File: config.mk
export PLATFORM = sky130hd
export DESIGN_NAME = sorted_priority_queue_drain
export DESIGN_NICKNAME = d
export VERILOG_FILES = /design/src/spq_pkg.sv /design/src/spq_cell.sv /design/src/sorted_priority_queue_drain.sv
export SDC_FILE = /design/constraint.sdc
export NUM_CORES = 1
export LEC_CHECK = 0
export BUFFER_PORTS_ARGS = -buffer_cell sky130_fd_sc_hd__buf_2
export CORE_ASPECT_RATIO = 0.9
export CORE_UTILIZATION = 63
export DETAILED_ROUTE_END_ITERATION = 8
export PLACE_DENSITY = 0.81
export SKIP_LAST_GASP = 1
export SYNTH_ARGS = -nofsm -noshare
export SYNTH_HDL_FRONTEND = slang
export SYNTH_SLANG_ARGS = --single-unit
File: constraint.sdc
create_clock -name clk -period 5.7 [get_ports clk]
set_input_delay 1.14 -clock clk [delete_from_list [all_inputs] [get_ports clk]]
set_output_delay 1.14 -clock clk [all_outputs]
set_load 0.01 [all_outputs]
File: src/spq_pkg.sv
// spq_pkg: shared types and constants for the sorted priority queue with drain
// used by spq_cell and sorted_priority_queue_drain; no dependencies
`timescale 1ns / 1ps
`default_nettype none

package spq_pkg;

  localparam int DEPTH   = 16;
  localparam int CNT_W   = $clog2(DEPTH + 1);
  localparam int CLASS_W = 3;
  localparam int DUR_W   = 16;
  localparam int TOTAL_W = 20;
  localparam logic [CLASS_W-1:0] STOP_RESET = 3'd6;

  localparam logic MODE_INSERT = 1'b0;
  localparam logic MODE_DRAIN  = 1'b1;

  localparam logic STATUS_DONE = 1'b0;
  localparam logic STATUS_FULL = 1'b1;

  typedef struct packed {
    logic [CLASS_W-1:0] cls;
    logic [DUR_W-1:0]   dur;
  } entry_t;

  // per-cycle command broadcast along the cell chain
  typedef struct packed {
    logic   ins;
    logic   pop;
    entry_t new_entry;
  } ctl_t;

  typedef struct packed {
    logic               mode;
    logic [CLASS_W-1:0] new_class;
    logic [DUR_W-1:0]   new_duration;
  } cmd_t;

  typedef struct packed {
    logic               status;
    logic [TOTAL_W-1:0] total_duration;
    logic [CNT_W-1:0]   removed_count;
    logic [CNT_W-1:0]   remaining_count;
    logic               halted_on_stop;
  } result_t;

endpackage

`default_nettype wire

File: src/spq_cell.sv
// spq_cell: one storage cell of the sorted queue chain
// depends on spq_pkg (entry_t, ctl_t)
`timescale 1ns / 1ps
`default_nettype none

module spq_cell (
  input  wire logic            clk,
  input  wire spq_pkg::ctl_t   ctl,
  input  wire logic            occ,
  input  wire logic            left_keep,
  input  wire spq_pkg::entry_t left,
  input  wire spq_pkg::entry_t right,
  output spq_pkg::entry_t      ent,
  output logic                 keep
);

  // on an insert, occupied cells with class not above the new one stay in place
  assign keep = occ && (ent.cls <= ctl.new_entry.cls);

  always_ff @(posedge clk) begin
    if (ctl.pop) begin
      ent <= right;
    end else if (ctl.ins && !keep) begin
      if (left_keep) begin
        ent <= ctl.new_entry;
      end else begin
        ent <= left;
      end
    end
  end

endmodule

`default_nettype wire

File: src/sorted_priority_queue_drain.sv
// sorted_priority_queue_drain: sorted insertion queue built as a chain of cells
// depends on spq_pkg and spq_cell
//
//   channel   signals                          transfer when
//   command   start, busy, cmd                 start && !busy
//   result    done, result                     done (one cycle, no backpressure)
//   config    cfg_valid, cfg_ready, cfg_data   cfg_valid && cfg_ready
//
// an insert completes at the transfer edge: the whole chain shifts right of the
// insertion point, and done follows in the next cycle.
// a drain pops one head entry per cycle through the chain; busy stays high
// while it pops, and done rises in the same cycle that busy falls.
// reset is synchronous: queue empty, stop class 6. results cannot be stalled.
`timescale 1ns / 1ps
`default_nettype none

module sorted_priority_queue_drain (
  input  wire logic                        clk,
  input  wire logic                        rst,
  input  wire logic                        start,
  output logic                             busy,
  input  wire spq_pkg::cmd_t               cmd,
  output logic                             done,
  output spq_pkg::result_t                 result,
  input  wire logic                        cfg_valid,
  output logic                             cfg_ready,
  input  wire logic [spq_pkg::CLASS_W-1:0] cfg_data
);

  localparam logic S_IDLE  = 1'b0;
  localparam logic S_DRAIN = 1'b1;

  logic                          state;
  logic [spq_pkg::CNT_W-1:0]     count;
  logic [spq_pkg::CLASS_W-1:0]   stop_class;
  logic [spq_pkg::TOTAL_W-1:0]   total;
  logic [spq_pkg::CNT_W-1:0]     removed;

  spq_pkg::ctl_t   ctl;
  spq_pkg::entry_t ents  [spq_pkg::DEPTH];
  logic            keeps [spq_pkg::DEPTH];
  logic            occs  [spq_pkg::DEPTH];

  logic accept;
  logic full;
  logic pop;
  logic drain_end;

  assign busy      = (state == S_DRAIN);
  assign cfg_ready = 1'b1;
  assign accept    = start && !busy;
  assign full      = (count == spq_pkg::CNT_W'(spq_pkg::DEPTH));
  assign pop       = (state == S_DRAIN) && (count != '0) && (ents[0].cls != stop_class);
  assign drain_end = (state == S_DRAIN) && !pop;

  always_comb begin
    ctl.ins           = accept && (cmd.mode == spq_pkg::MODE_INSERT) && !full;
    ctl.pop           = pop;
    ctl.new_entry.cls = cmd.new_class;
    ctl.new_entry.dur = cmd.new_duration;
  end

  for (genvar i = 0; i < spq_pkg::DEPTH; i++) begin : g_cell
    assign occs[i] = (count > spq_pkg::CNT_W'(i));
    if (i == 0) begin : g_head
      spq_cell u_cell (
        .clk       (clk),
        .ctl       (ctl),
        .occ       (occs[i]),
        .left_keep (1'b1),
        .left      (ctl.new_entry),
        .right     (ents[i+1]),
        .ent       (ents[i]),
        .keep      (keeps[i])
      );
    end else if (i == spq_pkg::DEPTH - 1) begin : g_tail
      spq_cell u_cell (
        .clk       (clk),
        .ctl       (ctl),
        .occ       (occs[i]),
        .left_keep (keeps[i-1]),
        .left      (ents[i-1]),
        .right     (ents[i]),
        .ent       (ents[i]),
        .keep      (keeps[i])
      );
    end else begin : g_mid
      spq_cell u_cell (
        .clk       (clk),
        .ctl       (ctl),
        .occ       (occs[i]),
        .left_keep (keeps[i-1]),
        .left      (ents[i-1]),
        .right     (ents[i+1]),
        .ent       (ents[i]),
        .keep      (keeps[i])
      );
    end
  end

  always_ff @(posedge clk) begin
    if (rst) begin
      state      <= S_IDLE;
      count      <= '0;
      stop_class <= spq_pkg::STOP_RESET;
      done       <= 1'b0;
    end else begin
      done <= 1'b0;
      if (cfg_valid && cfg_ready) begin
        stop_class <= cfg_data;
      end
      if (ctl.ins) begin
        count <= count + spq_pkg::CNT_W'(1);
      end else if (pop) begin
        count <= count - spq_pkg::CNT_W'(1);
      end
      unique case (state)
        S_IDLE: begin
          if (accept && (cmd.mode == spq_pkg::MODE_DRAIN)) begin
            state <= S_DRAIN;
          end else if (accept) begin
            done <= 1'b1;
          end
        end
        S_DRAIN: begin
          if (drain_end) begin
            state <= S_IDLE;
            done  <= 1'b1;
          end
        end
        default: state <= S_IDLE;
      endcase
    end
  end

  // accumulators and result payload
  always_ff @(posedge clk) begin
    if (accept) begin
      total   <= '0;
      removed <= '0;
    end else if (pop) begin
      total   <= total + spq_pkg::TOTAL_W'(ents[0].dur);
      removed <= removed + spq_pkg::CNT_W'(1);
    end
    if (accept && (cmd.mode == spq_pkg::MODE_INSERT)) begin
      result.status          <= full ? spq_pkg::STATUS_FULL : spq_pkg::STATUS_DONE;
      result.total_duration  <= '0;
      result.removed_count   <= '0;
      result.remaining_count <= full ? count : count + spq_pkg::CNT_W'(1);
      result.halted_on_stop  <= 1'b0;
    end else if (drain_end) begin
      result.status          <= spq_pkg::STATUS_DONE;
      result.total_duration  <= total;
      result.removed_count   <= removed;
      result.remaining_count <= count;
      result.halted_on_stop  <= (count != '0);
    end
  end

  a_count_bound: assert property (@(posedge clk) disable iff (rst)
    count <= spq_pkg::CNT_W'(spq_pkg::DEPTH))
    else $error("queue count above depth");

  a_done_idle: assert property (@(posedge clk) disable iff (rst)
    done |-> (state == S_IDLE))
    else $error("result strobe while draining");

  a_pop_count: assert property (@(posedge clk) disable iff (rst)
    pop |=> (count == $past(count) - spq_pkg::CNT_W'(1)))
    else $error("pop did not decrement count");

  a_ins_count: assert property (@(posedge clk) disable iff (rst)
    ctl.ins |=> (count == $past(count) + spq_pkg::CNT_W'(1)))
    else $error("insert did not increment count");

  a_head_sorted: assert property (@(posedge clk) disable iff (rst)
    (count >= spq_pkg::CNT_W'(2)) |-> (ents[0].cls <= ents[1].cls))
    else $error("head entries out of order");

endmodule

`default_nettype wire
======== After elaboration in Yosys (flattened, before gate mapping) ========
Cells that the tools add are included.
operators by class
  add/sub/neg operators ................... 4
  order comparisons ....................... 32
  equal/unequal tests ..................... 2
  mux-type cells .......................... 58
  bitwise operators ....................... 3
  reductions and logical operators ........ 77
operators with widths
  kind                 count
  $mux 19              45
  $mux 32              2
  $le 3x3->1           16
  $gt 5x4->1 const B   8
  $logic_and 1x1->1    39
  $reduce_bool 2->1    17
  $add 20x16->20       1
  $gt 5x3->1 const B   4
  $logic_not 1->1      19
  $mux 5               3
  $add 5x1->5 const B  2
  $gt 5x1->1 const B   2
  $gt 5x2->1 const B   2
  $mux 1               6
  $eq 5x5->1 const B   1
  $reduce_bool 5->1    1
  $sub 5x1->5 const B  1
  $pmux 1 s2           2
  $ne 3x3->1           1
  $not 1->1            3
  $reduce_and 2->1     1
word-level totals
  register bits ........................... 371
  input port bits ......................... 27
  output and inout port bits .............. 35

======== Logic depth before layout (Yosys ltp) ========
  depth in word-level cells ............... 7
  gate-level depth with buffers ........... 11

======== Cells and area by module ========
A second synthesis with hierarchy kept.
unflattened totals
  cells, all modules ...................... 1965
  area total of the unflattened synthesis .. 20737.4 µm²
by module, submodules not included
  module                       instances  cells an instance  area each (µm²)
  spq_cell                     16         95                 1067.3
  sorted_priority_queue_drain  1          445                3661.0

======== Least setup slack after synthesis ========
OpenSTA, ideal clock, no wires.
  path kind ............................... input port to flip-flop
  start ................................... input port cmd[17] (netlist name)
  end ..................................... register g_cell[2].g_mid.u_cell.ent[0] (netlist name), enable pin
  library setup time ...................... 421 ps
  arrival ................................. 4165 ps
  required time ........................... 5279 ps
  setup slack ............................. 1114 ps
  cell stages on the path ................. 9
  buffers on the path ..................... 2
  path through ............................ clkbuf_1 > inv_1 > ha_1 > nor2b_1 > o21a_1 > o21ai_0 > and2_0 > clkbuf_1 > o21ai_0
between the ends
  cells in the longest elaborated chain, start to end .. 5
RTL lines
  item                         RTL line                           RTL
  from (decl)                  sorted_priority_queue_drain.sv:22  input wire spq_pkg::cmd_t cmd,
  $le 3x3->1                   spq_cell.sv:18                     assign keep = occ && (ent.cls <= ctl.new_entry.cls);
  $logic_and 1x1->1            spq_cell.sv:18
  $logic_not 1->1              spq_cell.sv:23                     end else if (ctl.ins && !keep) begin
  $logic_and 1x1->1            spq_cell.sv:23
  $reduce_bool 2->1 (no line)  --
  to (signal assigned)         spq_cell.sv:22                     ent <= right;
  to (signal assigned)         spq_cell.sv:25                     ent <= ctl.new_entry;
  to (signal assigned)         spq_cell.sv:27                     ent <= left;
  to (decl)                    spq_cell.sv:13                     output spq_pkg::entry_t ent,
Every way passes these cells.
A chain may end at the register's enable or synchronous reset.

======== Final worst setup path ========
  start ................................... input port cmd[17] (netlist name)
  end ..................................... register g_cell[5].g_mid.u_cell.ent[1] (netlist name), enable pin
between the ends
  cells in the longest elaborated chain, start to end .. 5
RTL lines
  item                         RTL line
  $le 3x3->1                   spq_cell.sv:18
  $logic_and 1x1->1            spq_cell.sv:18
  $logic_not 1->1              spq_cell.sv:23
  $logic_and 1x1->1            spq_cell.sv:23
  $reduce_bool 2->1 (no line)  --
  to (signal assigned)         spq_cell.sv:22
  to (signal assigned)         spq_cell.sv:25
  to (signal assigned)         spq_cell.sv:27
  to (decl)                    spq_cell.sv:13
Every way passes these cells.

==> key figures <==
Placed design
  • GPL Wtd Cong: 0.896
  • Post-Place Worst Slack: 1.45 ns
  • I/O Buffers: 60
  • Placed cells: 2263
  • Post-DP HPWL: 30.1 mm

Final layout
  • Area grow syn2layout: 8.75%
  • Nets: 1994
  • Antenna cells: 0
  • Fillers: 2284
  • Layout cell share with drive strength beyond 1: 9.83%
  • Post-Layout Cell Count: 2332

Routing
  • Antenna Violating Nets Remaining: 0
  • Vias: 14400
  • Wire per inst: 19.2 µm
  • DRT Pass-1 Iters: 5
  • DRT Wirelength: 44.7 mm
  • Initial drt markers: 1291
  • Via/cell ratio: 6.19
  • DRC Markers: 0

Timing
  • Final Hold Fails: 0
  • F_max: 267 MHz
  • Tcrit/Tclk final: 65.6%
  • RSZ-0062 raised after global routing: false
  • Final setup vio count: 0
  • Setup Skew: 0.0188 ns
  • Max-slew headroom: 15.0%
  • Tmin final: 3.74 ns
  • Slew @ Worst Pin: 1.27 ns
  • Slew Viols, Final: 0
  • Setup_tns: 0 ns
  • Final worst slack: 1.96 ns

Worst setup path
  • WS Path Type: in2reg
  • Setup crit start: cmd[17]
  • Worst r2r path cells: 6
  • Slowest cell delay on critical path: 0.52 ns
  • Buf/Inv on CP: 3
  • FF-to-FF End: g_cell[10].g_mid.u_cell.ent[1]
  • Worst EP arrival: 3.81 ns
  • Critical Path End: g_cell[5].g_mid.u_cell.ent[1]
  • CP max stage cell: nand2_1
  • Crit path top cell by count: nand2_1
  • Critical Path Stages: 10
  • Worst Setup Start Kind: input pin
  • WP data required: 5.77 ns
  • Critical R2R Launch: count[0]
  • Setup crit end kind: register
  • Setup slack, reg-to-reg: 2.20 ns
  • CP Cell Sequence: buf_2, inv_1, ha_1, nor2b_1, o21a_1, o21ai_0, nand2_1, buf_4, nand2_1, nand2_1
  • Top cell family by delay on the critical path: buffers and inverters
  • Max FO, Critical Path: 20

Clocking
  • Clock Path Buffers: 3
  • Clock sinks: 371
  • CTS Buf Count: 39
  • Post-CTS Setup Repair Bufs: 0
  • Clk slew on worst S/H paths: 0.06 ns
  • Post-CTS resize count: 0
  • H-tree levels: 2
  • Hold buffers post-CTS: 0
  • Root Buffer: clkbuf_16
  • CTS tree: done
  • Worst skew pair latency: 0.54 ns

Pwr
  • Static Leak: 7.75 nW
  • Cell Pwr Density: 360 nW/µm²
  • Peak supply drop: 251 µV

Global route
  • Pin count of the biggest net entering global routing: 295
  • Vias in the first global route: 14400
  • First-pass GRT wire length: 72.6 mm
  • Residual overflow from global routing: 0
  • Gr usage total: 27.7%
  • Initial antenna violation count: 0

Yosys
  • Count leader, synth: nand2_1
  • Post-Syn Area per Cell: 10.5 µm²
  • Netlist cell types: 57
  • Yosys warns: 0
  • Synth Net Count: 1999
  • Number of enable flip-flop cells after synthesis: 310
  • Area leader, netlist: edfxtp_1
  • Sequential fraction of the synthesis area: 53.0%
  • Commonest cells in the netlist: nand2_1 (422), o21ai_0 (318), edfxtp_1 (310)
  • Mapped Cells: 1900
  • Area contributors post-synth: edfxtp_1 (47%), mux2i_1 (14%), o21ai_0 (8.0%)
  • Yosys reg bits: 371
  • Top-area cell type share of the netlist area: 46.9%
  • Fraction of registers with async set/reset: 0%
  • Cell area after synthesis: 19900 µm²
  • Main synth FF type: edfxtp_1

Floorplanning
  • I/O pins: 62
  • Core Region: 31000 µm²
  • Initial Utilization: 64.1%
  • Die Area: 32300 µm²
  • Die extent in y: 170 µm
  • Die width: 189 µm
  • Site row count: 61

Job
  • Number of max-cap violations: 0

Run status
  • Outcome: complete, no violations

Hold path
  • Hold/Removal Path Class: reg2reg
-- layer usage --
layer / share of wire, % / track usage, % / vias to the layer above
li1: - / - / 6828
met1: 44 / 38.3 / 7063
met2: 47 / 45.4 / 479
met3: 6.4 / 4.56 / 73
met4: 1.8 / 7.61 / 0
met5: 0 / 0 / -
-- worst min-delay path by stage --
stage,start,endpoint,cells after the start
2_1_floorplan,total[19],total[19],1
3_3_place_gp,result[19],result[19],2
3_5_place_dp,result[17],result[17],2
4_1_cts,result[17],result[17],2
5_1_grt,result[7],result[7],2
6_report,result[8],result[8],2
-- where the power goes --
part / switching [W] / internal, W / total, W
combinational: 0.000978 / 0.000617 / 0.00159
clock: 0.00107 / 0.00141 / 0.00248
sequential: 0.000218 / 0.00349 / 0.00371
total: 0.00227 / 0.00551 / 0.00778
-- layout make-up --
class / instances / area, µm² / share of cell area [%]
sequential: 371 / 10500 / 48.7
inverter: 29 / 109 / 0.504
clock inverter: 13 / 100 / 0.463
tap: 409 / 512 / 2.37
timing repair buffer: 95 / 588 / 2.72
multi-input combinational: 1359 / 8660 / 40.1
clock buffer: 56 / 1110 / 5.15
-- sequential cells by signal, summed over array words and instances (netlist names) --
register                  flops
stop_class                    3
removed                       5
g_cell.g_head.u_cell.ent     19
done                          1
total                        20
g_cell.g_tail.u_cell.ent     19
result                       32
count                         5
g_cell.g_mid.u_cell.ent     266
busy                          1
-- worst min-delay path, stage by stage, from the launching register on --
cell and delay [ns]:
dfxtp_1 0.31, nand2_1 0.05, a21oi_1 0.05
-- per-stage QoR --
step | area, µm² | hold slack (ns) | total power [W] | util (%)
floorplan | 19900 | 0.433 | 0.00486 | -
detailed placement | 20400 | 0.445 | 0.00533 | 65.8
global placement | 20400 | 0.438 | 0.00523 | 65.8
CTS | 21600 | 0.452 | 0.00779 | 69.7
global route | 21600 | 0.468 | 0.00810 | 69.7
finish | 21600 | 0.451 | 0.00778 | 69.7
-- logic make-up (layout without fill, tap and decap cells) --
family	count (synthesis)	after routing	share of synthesized area, %
mux	289	289	14.7
other cells	1	1	0.0189
buf+inv	170	193	3.79
flops	371	371	53.0
compound gates	446	446	12.1
fa+ha+maj	72	72	4.57
simple gates	530	530	10.9
xor+xnor	21	21	0.926
-- placed cells by master, fill, tap and decap left out, types with 5 or more instances in the layout --
cell type	n
a21o_1	9
a21oi_1	60
a21oi_2	8
a31oi_1	8
a32oi_1	5
and3_1	7
buf_2	60
buf_4	33
clkbuf_1	12
clkbuf_16	41
clkinv_1	5
dfxtp_1	61
edfxtp_1	310
ha_1	71
inv_1	29
mux2_2	19
mux2i_1	270
nand2_1	422
nand2b_1	8
nand3_1	19
nor2_1	25
nor2b_1	20
nor3_1	7
o21a_1	8
o21ai_0	303
o21ai_1	12
xnor2_1	10
xor2_1	11
Note: power is estimated with default switching activity, not from simulation.
